<file path="src/rtl/meter_reading_rate_plausibility_defines.svh">
// Assertion macros used by the controller of the rate plausibility block.
`ifndef METER_READING_RATE_PLAUSIBILITY_DEFINES_SVH
`define METER_READING_RATE_PLAUSIBILITY_DEFINES_SVH

`ifndef NO_ASSERTIONS

// Check b in the same cycle as a.
`define MRRP_ASSERT_SAME(label, clk, rst_n, a, b) \
	label: assert property (@(posedge clk) disable iff (!rst_n) (a) |-> (b)) \
		else $error("rate plausibility: same-cycle check failed");

// Check b in the cycle after a.
`define MRRP_ASSERT_NEXT(label, clk, rst_n, a, b) \
	label: assert property (@(posedge clk) disable iff (!rst_n) (a) |=> (b)) \
		else $error("rate plausibility: next-cycle check failed");

`else

`define MRRP_ASSERT_SAME(label, clk, rst_n, a, b)
`define MRRP_ASSERT_NEXT(label, clk, rst_n, a, b)

`endif

`endif

</file>
<file path="src/rtl/mrrp_pkg.sv">
package mrrp_pkg;

	localparam int VALUE_WIDTH    = 32;
	localparam int STAMP_WIDTH    = 32;
	localparam int MINUTE_SECONDS = 60;
	// |diff| < 2^33, times 60 fits in 39 bits
	localparam int DIV_W          = 39;
	localparam int CNT_W          = $clog2(DIV_W + 1);
	localparam int CFG_IDX_W      = 2;
	localparam int CFG_DATA_W     = 31;
	localparam int MAX_RATE_W     = 31;

	localparam logic [VALUE_WIDTH-1:0] MAX_POS = {1'b0, {(VALUE_WIDTH-1){1'b1}}};
	localparam logic [VALUE_WIDTH-1:0] MIN_NEG = {1'b1, {(VALUE_WIDTH-1){1'b0}}};

	// Register indexes
	localparam logic [CFG_IDX_W-1:0] REG_FALLBACK_ENABLE = 2'd0;
	localparam logic [CFG_IDX_W-1:0] REG_RATE_CHECK_MODE = 2'd1;
	localparam logic [CFG_IDX_W-1:0] REG_MAX_RATE        = 2'd2;
	localparam logic [CFG_IDX_W-1:0] REG_ALLOW_NEGATIVE  = 2'd3;

	// Rate check modes (the fourth code checks the interval rate)
	localparam logic [1:0] CHECK_MODE_OFF      = 2'd0;
	localparam logic [1:0] CHECK_MODE_INTERVAL = 2'd1;
	localparam logic [1:0] CHECK_MODE_MINUTE   = 2'd2;

	// Opcodes
	localparam logic OP_READING = 1'b0;
	localparam logic OP_PRESET  = 1'b1;

	// Status codes
	localparam logic [2:0] ST_VALID          = 3'd0;
	localparam logic [2:0] ST_EMPTY          = 3'd1;
	localparam logic [2:0] ST_NEGATIVE       = 3'd2;
	localparam logic [2:0] ST_TOO_HIGH_NEG   = 3'd3;
	localparam logic [2:0] ST_TOO_HIGH_POS   = 3'd4;
	localparam logic [2:0] ST_PRESET_OK      = 3'd5;
	localparam logic [2:0] ST_PRESET_REFUSED = 3'd6;

	typedef struct packed {
		logic                          opcode;
		logic signed [VALUE_WIDTH-1:0] reading;
		logic [STAMP_WIDTH-1:0]        stamp;
		logic                          has_data;
	} in_item_t;

	typedef struct packed {
		logic signed [VALUE_WIDTH-1:0] actual_value;
		logic                          confirmed;
		logic signed [VALUE_WIDTH-1:0] rate_interval;
		logic signed [VALUE_WIDTH-1:0] rate_minute;
		logic signed [VALUE_WIDTH-1:0] fallback_out;
		logic [2:0]                    status;
		logic                          warn_event;
	} out_item_t;

	typedef struct packed {
		logic load;
		logic div_start;
		logic commit;
	} dp_cmd_t;

	typedef struct packed {
		logic out_free;
	} dp_sts_t;

endpackage

</file>
<file path="src/rtl/mrrp_div.sv">
module mrrp_div (
	input  logic                         clk,
	input  logic                         arst_n,
	input  logic                         start,
	input  logic [mrrp_pkg::DIV_W-1:0]   dividend,
	input  logic [mrrp_pkg::STAMP_WIDTH-1:0] divisor,
	output logic                         busy,
	output logic [mrrp_pkg::DIV_W-1:0]   quotient
);
	import mrrp_pkg::*;

	logic [CNT_W-1:0]       cnt_q;
	logic [STAMP_WIDTH-1:0] rem_q;
	logic [STAMP_WIDTH-1:0] dvs_q;
	logic [DIV_W-1:0]       quo_q;
	logic [STAMP_WIDTH:0]   shifted;
	logic [STAMP_WIDTH+1:0] trial;
	logic                   fits;

	// One restoring step: shift in the next dividend bit, try to subtract.
	assign shifted = {rem_q, quo_q[DIV_W-1]};
	assign trial   = {1'b0, shifted} - {2'b00, dvs_q};
	assign fits    = !trial[STAMP_WIDTH+1];

	always_ff @(posedge clk or negedge arst_n) begin
		if (!arst_n) begin
			cnt_q <= '0;
		end else if (start) begin
			cnt_q <= CNT_W'(DIV_W);
		end else if (busy) begin
			cnt_q <= cnt_q - CNT_W'(1);
		end
	end

	always_ff @(posedge clk) begin
		if (start) begin
			rem_q <= '0;
			dvs_q <= divisor;
			quo_q <= dividend;
		end else if (busy) begin
			rem_q <= fits ? trial[STAMP_WIDTH-1:0] : shifted[STAMP_WIDTH-1:0];
			quo_q <= {quo_q[DIV_W-2:0], fits};
		end
	end

	assign busy     = |cnt_q;
	assign quotient = quo_q;

endmodule

</file>
<file path="src/rtl/mrrp_dp.sv">
module mrrp_dp (
	input  logic                               clk,
	input  logic                               arst_n,
	input  logic                               cfg_we,
	input  logic [mrrp_pkg::CFG_IDX_W-1:0]     cfg_index,
	input  logic [mrrp_pkg::CFG_DATA_W-1:0]    cfg_data,
	input  mrrp_pkg::in_item_t                 in_data,
	input  logic                               out_ready,
	output logic                               out_valid,
	output mrrp_pkg::out_item_t                out_data,
	input  mrrp_pkg::dp_cmd_t                  cmd,
	output mrrp_pkg::dp_sts_t                  sts,
	output logic [mrrp_pkg::DIV_W-1:0]         div_dividend,
	output logic [mrrp_pkg::STAMP_WIDTH-1:0]   div_divisor,
	input  logic [mrrp_pkg::DIV_W-1:0]         div_quotient
);
	import mrrp_pkg::*;

	function automatic logic [VALUE_WIDTH-1:0] sat_mag(input logic neg,
			input logic [DIV_W-1:0] mag);
		logic [VALUE_WIDTH-1:0] res;
		if (!neg) begin
			res = (mag > DIV_W'(MAX_POS)) ? MAX_POS : mag[VALUE_WIDTH-1:0];
		end else begin
			res = (mag > DIV_W'(MIN_NEG)) ? MIN_NEG : -mag[VALUE_WIDTH-1:0];
		end
		return res;
	endfunction

	// Configuration
	logic                  fb_en_q;
	logic [1:0]            mode_q;
	logic [MAX_RATE_W-1:0] max_rate_q;
	logic                  allow_neg_q;

	// Fallback state
	logic signed [VALUE_WIDTH-1:0] fv_q;
	logic [STAMP_WIDTH-1:0]        ft_q;
	logic                          fvalid_q;
	logic signed [VALUE_WIDTH-1:0] last_raw_q;

	in_item_t  in_q;
	out_item_t out_q;
	logic      out_valid_q;

	logic signed [VALUE_WIDTH:0]   diff;
	logic                          diff_neg;
	logic [VALUE_WIDTH:0]          diff_mag;
	logic [STAMP_WIDTH-1:0]        dt;
	logic                          dt_zero;
	logic [DIV_W-1:0]              q_mag;
	logic                          pm_neg;
	logic                          per_min;
	logic [DIV_W-1:0]              chk_mag;
	logic                          chk_neg;
	logic                          over;

	logic signed [VALUE_WIDTH-1:0] fv_n;
	logic [STAMP_WIDTH-1:0]        ft_n;
	logic                          fvalid_n;
	logic signed [VALUE_WIDTH-1:0] last_raw_n;
	out_item_t                     res;

	always_ff @(posedge clk or negedge arst_n) begin
		if (!arst_n) begin
			fb_en_q     <= 1'b0;
			mode_q      <= CHECK_MODE_OFF;
			max_rate_q  <= '0;
			allow_neg_q <= 1'b1;
		end else if (cfg_we) begin
			unique case (cfg_index)
				REG_FALLBACK_ENABLE: fb_en_q     <= cfg_data[0];
				REG_RATE_CHECK_MODE: mode_q      <= cfg_data[1:0];
				REG_MAX_RATE:        max_rate_q  <= cfg_data[MAX_RATE_W-1:0];
				REG_ALLOW_NEGATIVE:  allow_neg_q <= cfg_data[0];
				default: ;
			endcase
		end
	end

	always_ff @(posedge clk) begin
		if (cmd.load) begin
			in_q <= in_data;
		end
	end

	// Operands for the minute rate divide
	assign diff     = {in_q.reading[VALUE_WIDTH-1], in_q.reading} - {fv_q[VALUE_WIDTH-1], fv_q};
	assign diff_neg = diff[VALUE_WIDTH];
	assign diff_mag = diff_neg ? -diff : diff;
	assign dt       = (in_q.stamp >= ft_q) ? (in_q.stamp - ft_q) : (ft_q - in_q.stamp);
	assign dt_zero  = (dt == '0);

	assign div_dividend = DIV_W'(diff_mag) * DIV_W'(MINUTE_SECONDS);
	assign div_divisor  = dt;

	assign q_mag   = dt_zero ? '0 : div_quotient;
	assign pm_neg  = diff_neg && (q_mag != '0);
	assign per_min = (mode_q == CHECK_MODE_MINUTE);
	assign chk_mag = per_min ? q_mag : DIV_W'(diff_mag);
	assign chk_neg = per_min ? pm_neg : diff_neg;
	assign over    = (mode_q != CHECK_MODE_OFF) && (chk_mag > DIV_W'(max_rate_q));

	always_comb begin
		fv_n       = fv_q;
		ft_n       = ft_q;
		fvalid_n   = fvalid_q;
		last_raw_n = last_raw_q;
		res        = '0;
		res.status = ST_VALID;
		if (in_q.opcode == OP_PRESET) begin
			if (!in_q.reading[VALUE_WIDTH-1] || (last_raw_q != '0)) begin
				fv_n       = in_q.reading[VALUE_WIDTH-1] ? last_raw_q : in_q.reading;
				ft_n       = in_q.stamp;
				fvalid_n   = 1'b1;
				res.status = ST_PRESET_OK;
			end else begin
				res.status = ST_PRESET_REFUSED;
			end
		end else if (!in_q.has_data) begin
			last_raw_n = '0;
			res.status = ST_EMPTY;
		end else begin
			last_raw_n       = in_q.reading;
			res.actual_value = in_q.reading;
			res.confirmed    = 1'b1;
			if (!fb_en_q) begin
				fv_n = '0;
			end else begin
				if (fvalid_q) begin
					res.rate_interval = sat_mag(diff_neg, DIV_W'(diff_mag));
					res.rate_minute   = sat_mag(pm_neg, q_mag);
					if (over) begin
						res.confirmed  = 1'b0;
						res.status     = chk_neg ? ST_TOO_HIGH_NEG : ST_TOO_HIGH_POS;
						res.warn_event = 1'b1;
						if (chk_neg) begin
							ft_n = in_q.stamp;
						end
					end
					if (!allow_neg_q && res.confirmed && diff_neg) begin
						res.confirmed = 1'b0;
						res.status    = ST_NEGATIVE;
						ft_n          = in_q.stamp;
					end
				end
				if (res.confirmed) begin
					fv_n       = in_q.reading;
					ft_n       = in_q.stamp;
					fvalid_n   = 1'b1;
					res.status = ST_VALID;
				end else begin
					res.rate_interval = '0;
					res.rate_minute   = '0;
					res.actual_value  = fv_q;
				end
			end
		end
		res.fallback_out = fb_en_q ? fv_n : '0;
	end

	always_ff @(posedge clk or negedge arst_n) begin
		if (!arst_n) begin
			fv_q       <= '0;
			ft_q       <= '0;
			fvalid_q   <= 1'b0;
			last_raw_q <= '0;
		end else if (cmd.commit) begin
			fv_q       <= fv_n;
			ft_q       <= ft_n;
			fvalid_q   <= fvalid_n;
			last_raw_q <= last_raw_n;
		end
	end

	always_ff @(posedge clk or negedge arst_n) begin
		if (!arst_n) begin
			out_valid_q <= 1'b0;
		end else if (cmd.commit) begin
			out_valid_q <= 1'b1;
		end else if (out_ready) begin
			out_valid_q <= 1'b0;
		end
	end

	always_ff @(posedge clk) begin
		if (cmd.commit) begin
			out_q <= res;
		end
	end

	assign sts.out_free = !out_valid_q || out_ready;
	assign out_valid    = out_valid_q;
	assign out_data     = out_q;

endmodule

</file>
<file path="src/rtl/mrrp_ctrl.sv">
`include "meter_reading_rate_plausibility_defines.svh"

module mrrp_ctrl (
	input  logic              clk,
	input  logic              arst_n,
	input  logic              in_valid,
	output logic              in_ready,
	input  logic              div_busy,
	input  mrrp_pkg::dp_sts_t sts,
	output mrrp_pkg::dp_cmd_t cmd
);
	import mrrp_pkg::*;

	typedef enum logic [1:0] {
		IDLE,
		START,
		WAIT_DIV,
		FINISH
	} state_t;

	state_t state_q;

	always_ff @(posedge clk or negedge arst_n) begin
		if (!arst_n) begin
			state_q <= IDLE;
		end else begin
			unique case (state_q)
				IDLE: begin
					if (in_valid) begin
						state_q <= START;
					end
				end
				START: begin
					state_q <= WAIT_DIV;
				end
				WAIT_DIV: begin
					if (!div_busy) begin
						state_q <= FINISH;
					end
				end
				FINISH: begin
					if (sts.out_free) begin
						state_q <= IDLE;
					end
				end
				default: state_q <= IDLE;
			endcase
		end
	end

	assign in_ready      = (state_q == IDLE);
	assign cmd.load      = in_valid && in_ready;
	assign cmd.div_start = (state_q == START);
	assign cmd.commit    = (state_q == FINISH) && sts.out_free;

	`MRRP_ASSERT_SAME(a_idle_div_quiet, clk, arst_n, in_ready, !div_busy)
	`MRRP_ASSERT_NEXT(a_accept_starts_div, clk, arst_n, cmd.load, cmd.div_start)
	`MRRP_ASSERT_SAME(a_commit_after_div, clk, arst_n, cmd.commit, !div_busy && !cmd.load)

endmodule

</file>
<file path="src/rtl/meter_reading_rate_plausibility.sv">
// Meter reading rate plausibility check. Each request carries a reading (or a
// preset) and produces exactly one result; requests are handled one at a time.
// After a request is taken, the START state starts the restoring divider for
// the rate per minute, which retires one quotient bit per cycle over 39 bits;
// the WAIT_DIV state sees it finish and the FINISH state writes the verdict
// into the output register. A new request is taken once the previous verdict
// sits in the output register, even if it is not yet taken; a result left
// waiting holds back the verdict of the next request. Configuration registers
// (fallback enable, rate check mode, maximum rate, allow negative) are written
// through cfg_we, cfg_index and cfg_data; the user must write them only while
// no request is in flight, and the block itself does not enforce this.
module meter_reading_rate_plausibility (
	input  logic                            clk,
	input  logic                            arst_n,
	input  logic                            cfg_we,
	input  logic [mrrp_pkg::CFG_IDX_W-1:0]  cfg_index,
	input  logic [mrrp_pkg::CFG_DATA_W-1:0] cfg_data,
	input  logic                            in_valid,
	output logic                            in_ready,
	input  mrrp_pkg::in_item_t              in_data,
	output logic                            out_valid,
	input  logic                            out_ready,
	output mrrp_pkg::out_item_t             out_data
);
	import mrrp_pkg::*;

	dp_cmd_t                cmd;
	dp_sts_t                sts;
	logic                   div_busy;
	logic [DIV_W-1:0]       div_dividend;
	logic [STAMP_WIDTH-1:0] div_divisor;
	logic [DIV_W-1:0]       div_quotient;

	// Sequence each request: capture, divide, commit the verdict.
	mrrp_ctrl u_ctrl (
		.clk      (clk),
		.arst_n   (arst_n),
		.in_valid (in_valid),
		.in_ready (in_ready),
		.div_busy (div_busy),
		.sts      (sts),
		.cmd      (cmd)
	);

	// Hold configuration, fallback state and the result register; decide.
	mrrp_dp u_dp (
		.clk          (clk),
		.arst_n       (arst_n),
		.cfg_we       (cfg_we),
		.cfg_index    (cfg_index),
		.cfg_data     (cfg_data),
		.in_data      (in_data),
		.out_ready    (out_ready),
		.out_valid    (out_valid),
		.out_data     (out_data),
		.cmd          (cmd),
		.sts          (sts),
		.div_dividend (div_dividend),
		.div_divisor  (div_divisor),
		.div_quotient (div_quotient)
	);

	// |difference| * 60 over elapsed seconds, one bit per cycle.
	mrrp_div u_div (
		.clk      (clk),
		.arst_n   (arst_n),
		.start    (cmd.div_start),
		.dividend (div_dividend),
		.divisor  (div_divisor),
		.busy     (div_busy),
		.quotient (div_quotient)
	);

endmodule
</file>
<file path="config.mk">
export PLATFORM = sky130hd
export DESIGN_NAME = meter_reading_rate_plausibility
export DESIGN_NICKNAME = d
export VERILOG_FILES = /design/src/rtl/mrrp_pkg.sv /design/src/rtl/mrrp_div.sv /design/src/rtl/mrrp_dp.sv /design/src/rtl/mrrp_ctrl.sv /design/src/rtl/meter_reading_rate_plausibility.sv
export VERILOG_INCLUDE_DIRS = /design/src /design/src/rtl
export SDC_FILE = /design/constraint.sdc
export NUM_CORES = 1
export LEC_CHECK = 0
export ABC_AREA = 1
export BUFFER_PORTS_ARGS = -buffer_cell sky130_fd_sc_hd__buf_2
export CAP_MARGIN = 20
export CORE_MARGIN = 5
export CORE_UTILIZATION = 45
export CTS_CLUSTER_SIZE = 20
export DETAILED_ROUTE_END_ITERATION = 6
export GPL_TIMING_DRIVEN = 0
export HOLD_SLACK_MARGIN = 0.03
export PLACE_DENSITY_LB_ADDON = 0.05
export SLEW_MARGIN = 5
export SYNTH_ARGS = -nofsm -noshare
export SYNTH_HDL_FRONTEND = slang
export SYNTH_SLANG_ARGS = --single-unit
</file>
<file path="constraint.sdc">
create_clock -name clk -period 14.7 [get_ports clk]
set_clock_uncertainty 0.15 [all_clocks]
set_input_delay 2.94 -clock clk [delete_from_list [all_inputs] [get_ports clk]]
set_output_delay 2.94 -clock clk [all_outputs]
set_load 0.05 [all_outputs]
</file>
==> run_results.csv <==
group,metric,value,unit
run_status,run_status,"finished, final reports clean",
clock_tree,htree_num_levels,2,
finish,multi_input_area,19640,um^2
finish,drive_above_1_share,8.942,%
sta,tightestPinTransition,1.191,ns
die,std_cell_rows,102,
die,core_area,77590,um^2
finish,fin_nets,5542,
synthesis,yosysWarningCount,0,
sta,finish_stage_setup_viols,0,
place,routabilityCongestion,0.9608,
critical_path,critPathCaptureType,"flip-flop",
clock_tree,cts.repair_timing.setup_buffer_count,0,
grt,grt_pass1_vias,31380,
die,initial_core_util,45.42,%
critical_path,worstPathArrival,9.16,ns
grt,pin_count_of_the_biggest_net_entering_global_routing,87,
place,buffer_ports.inserted,238,
synthesis,postSynth.asyncResetShare,31.83,%
sta,max_clock_freq,0.1116,GHz
critical_path,criticalPathCategory,"flip-flop to flip-flop",
critical_path,critical-path-max-stage-delay,0.63,ns
route,drt_pass1_iterations,6,
synthesis,yosys_register_bits,443,
die,io_pins,239,
route,initialDrtViolationCount,2570,
clock_tree,root_buffer,"sky130_fd_sc_hd__clkbuf_16",
clock_tree,clkSinkCount,443,
worst_hold_path,min_delay_worst_type,"flip-flop to flip-flop",
sta,timing.final.crit_period,8.965,ns
finish,layout.cells.most_common_list,"1452 x sky130_fd_sc_hd__nand2_1, 674 x sky130_fd_sc_hd__inv_1, 355 x sky130_fd_sc_hd__nand3_1",
route,wl_per_cell,19.09,um
clock_tree,cts_made_buffers,50,
critical_path,cp_common_cell,"sky130_fd_sc_hd__nand2_1",
clock_tree,clock_tree_from_tritoncts,"built",
synthesis,syn_nets,5242,
grt,grt_pass1_wl,183100,um
critical_path,critical_path.startpoint_type,"flip-flop",
synthesis,synth_cell_types,63,
critical_path,r2r_setup_slack,5.74,ns
finish,final-seq-area,12260,um^2
clock_tree,cts_resized,0,
sta,grt_setup_unrepaired,"false",
critical_path,slowest_stage,"sky130_fd_sc_hd__fa_1",
finish,mostFrequentLayoutCell,"sky130_fd_sc_hd__nand2_1",
synthesis,syn_area,35240,um^2
grt,remaining_overflow_grt,0,
die,die-height,289.9,um
synthesis,seq_area_frac_synth,34.78,%
die,die-area,84010,um^2
synthesis,synth_top_area_share,22.84,%
synthesis,post_synth.cell_area_avg,7.339,um^2
critical_path,critical_path.max_fanout,10,
synthesis,synth_edf_count,268,
die,chipWidth,289.9,um
synthesis,ys_top_cells_by_area,"sky130_fd_sc_hd__edfxtp_1 23%, sky130_fd_sc_hd__nand2_1 15%, sky130_fd_sc_hd__dfrtp_1 9.9%",
route,detail-route-antenna-nets,0,
clock_tree,clk_pin_slew,0.06,ns
route,vias,32740,
clock_tree,cts_hold_buffers,0,
sta,timing.final.max_slew_violations,0,
route,route.detailed.drc,0,
sta,post_route_setup_tns,0,ns
clock_tree,ctsLongestPathBuffers,3,
critical_path,worst-endpoint-required,14.89,ns
clock_tree,clock_insertion_delay_worst_skew,0.62,ns
finish,final.fill_count,7903,
sta,hold_violations,0,
route,totalWireLength,118100,um
finish,area.growth.synth_to_final,12.28,%
synthesis,synth_top_area_cell,"sky130_fd_sc_hd__edfxtp_1",
synthesis,ys_dominant_reg_cell,"sky130_fd_sc_hd__edfxtp_1",
sta,timing.max_slew.rel_slack,20.31,%
synthesis,synthesis.instances,4802,
route,vias_per_cell,5.293,
sta,period_share,60.98,%
grt,global_route.usage.total,27.12,%
job,maxCapViolations,0,
place,hpwlAfterDp,95980,um
grt,antenna_found_initial,0,
-- registers in the layout, indices dropped and copies added (netlist names) --
| name | count |
|---|---|
| u_div.cnt_q | 6 |
| u_dp.fvalid_q | 1 |
| u_dp.fb_en_q | 1 |
| u_dp.in_q | 66 |
| u_dp.last_raw_q | 32 |
| u_dp.ft_q | 32 |
| u_div.dvs_q | 32 |
| u_dp.out_valid | 1 |
| u_ctrl.state_q | 2 |
| u_div.quotient | 39 |
| u_dp.out_data | 133 |
| u_dp.max_rate_q | 31 |
| u_dp.allow_neg_q | 1 |
| u_div.rem_q | 32 |
| u_dp.mode_q | 2 |
| u_dp.fv_q | 32 |
-- path summary, 6_finish.rpt --
path | to | depth (start not counted) | startpoint
setup / recovery | u_div.quotient[29] | 37 | u_dp.in_q[33]
hold / removal | u_div.rem_q[31] | 2 | u_div.rem_q[31]
setup reg to reg | u_div.quotient[29] | 37 | u_dp.in_q[33]
hold reg to reg | u_div.rem_q[31] | 2 | u_div.rem_q[31]
max in group asynchronous | u_dp.max_rate_q[7] | 2 | arst_n
min in group asynchronous | u_dp.ft_q[3] | 1 | arst_n
-- routing by layer --
layer	up-vias	routed length, um	track usage (%)
met3	177	6792	2.906
met1	15290	55350	39.51
met4	0	3505	7.541
met5	-	0	0
met2	991	52410	43.13
li1	16280	-	-
-- per-stage QoR --
step | util [%] | cells | setup slack (ns) | cell area [um^2] | hold slack (ns)
CTS | 50.99 | 6184 | 5.815 | 39570 | 0.3149
detailed placement | 48.86 | 6090 | 5.870 | 37920 | 0.2980
global placement | 48.63 | 6080 | 4.224 | 37730 | 0.2934
finish | 51.00 | 6185 | 5.736 | 39570 | 0.3145
floorplan | - | 4802 | 6.760 | 35240 | 0.2718
global route | 50.99 | 6184 | 5.012 | 39570 | 0.3309
-- worst max-delay path: cells and delay by family, from the launching register on --
family	cells	cell delay, ns
DFF	1	0.44
xor gates and xnor gates	1	0.40
adders and majority gates	5	2.16
and+or+nand+nor	16	1.88
AOI/OAI and AO/OA	10	2.45
buffers and inverters	5	1.19
-- synthesized netlist by cell type, types with 11 or more instances --
master and instances:
sky130_fd_sc_hd__xnor2_1 33, sky130_fd_sc_hd__o21bai_1 17, sky130_fd_sc_hd__a21oi_1 218, sky130_fd_sc_hd__nand3_1 355, sky130_fd_sc_hd__buf_6 12, sky130_fd_sc_hd__nor3_1 32
sky130_fd_sc_hd__a21boi_0 12, sky130_fd_sc_hd__o22ai_1 21, sky130_fd_sc_hd__dfxtp_1 34, sky130_fd_sc_hd__a22oi_1 27, sky130_fd_sc_hd__xor2_1 94, sky130_fd_sc_hd__nor2_2 14
sky130_fd_sc_hd__o221ai_1 16, sky130_fd_sc_hd__nand2_2 14, sky130_fd_sc_hd__inv_2 22, sky130_fd_sc_hd__a31oi_1 12, sky130_fd_sc_hd__fa_1 67, sky130_fd_sc_hd__ha_1 269
sky130_fd_sc_hd__o21a_1 11, sky130_fd_sc_hd__o21ai_0 285, sky130_fd_sc_hd__edfxtp_1 268, sky130_fd_sc_hd__nand2_1 1452, sky130_fd_sc_hd__inv_1 676, sky130_fd_sc_hd__buf_1 15
sky130_fd_sc_hd__nor2_1 329, sky130_fd_sc_hd__buf_2 32, sky130_fd_sc_hd__nand4_1 97, sky130_fd_sc_hd__nor4_1 24, sky130_fd_sc_hd__clkbuf_1 82, sky130_fd_sc_hd__o41ai_1 13
sky130_fd_sc_hd__dfrtp_1 140
-- cell type report --
cell class                      count  share of cell area [%]
Antenna cell                        1                0.006324
Tap cell                         1040                   3.288
Buffer                            146                   1.764
Timing Repair Buffer              248                   3.453
Clock inverter                     26                  0.6071
Clock buffer                       68                   3.567
Multi-Input combinational cell   3507                   49.63
Inverter                          706                   6.703
Sequential cell                   443                   30.98
-- cell families (layout without fill, tap and decap cells) --
| family | after synthesis | count (layout) | share of synthesized area, % |
|---|---|---|---|
| xor gates and xnor gates | 127 | 127 | 3.156 |
| AOI/OAI and AO/OA | 686 | 686 | 11.12 |
| DFF | 443 | 443 | 34.78 |
| and+or+nand+nor | 2355 | 2355 | 28.00 |
| adders and majority gates | 336 | 336 | 13.36 |
| buffers and inverters | 852 | 1194 | 9.497 |
| other | 0 | 1 | 0 |
| muxes | 3 | 3 | 0.08521 |
Power is not shown: default switching activity piles up to over one toggle a cycle in this logic, so the estimate is an artifact.
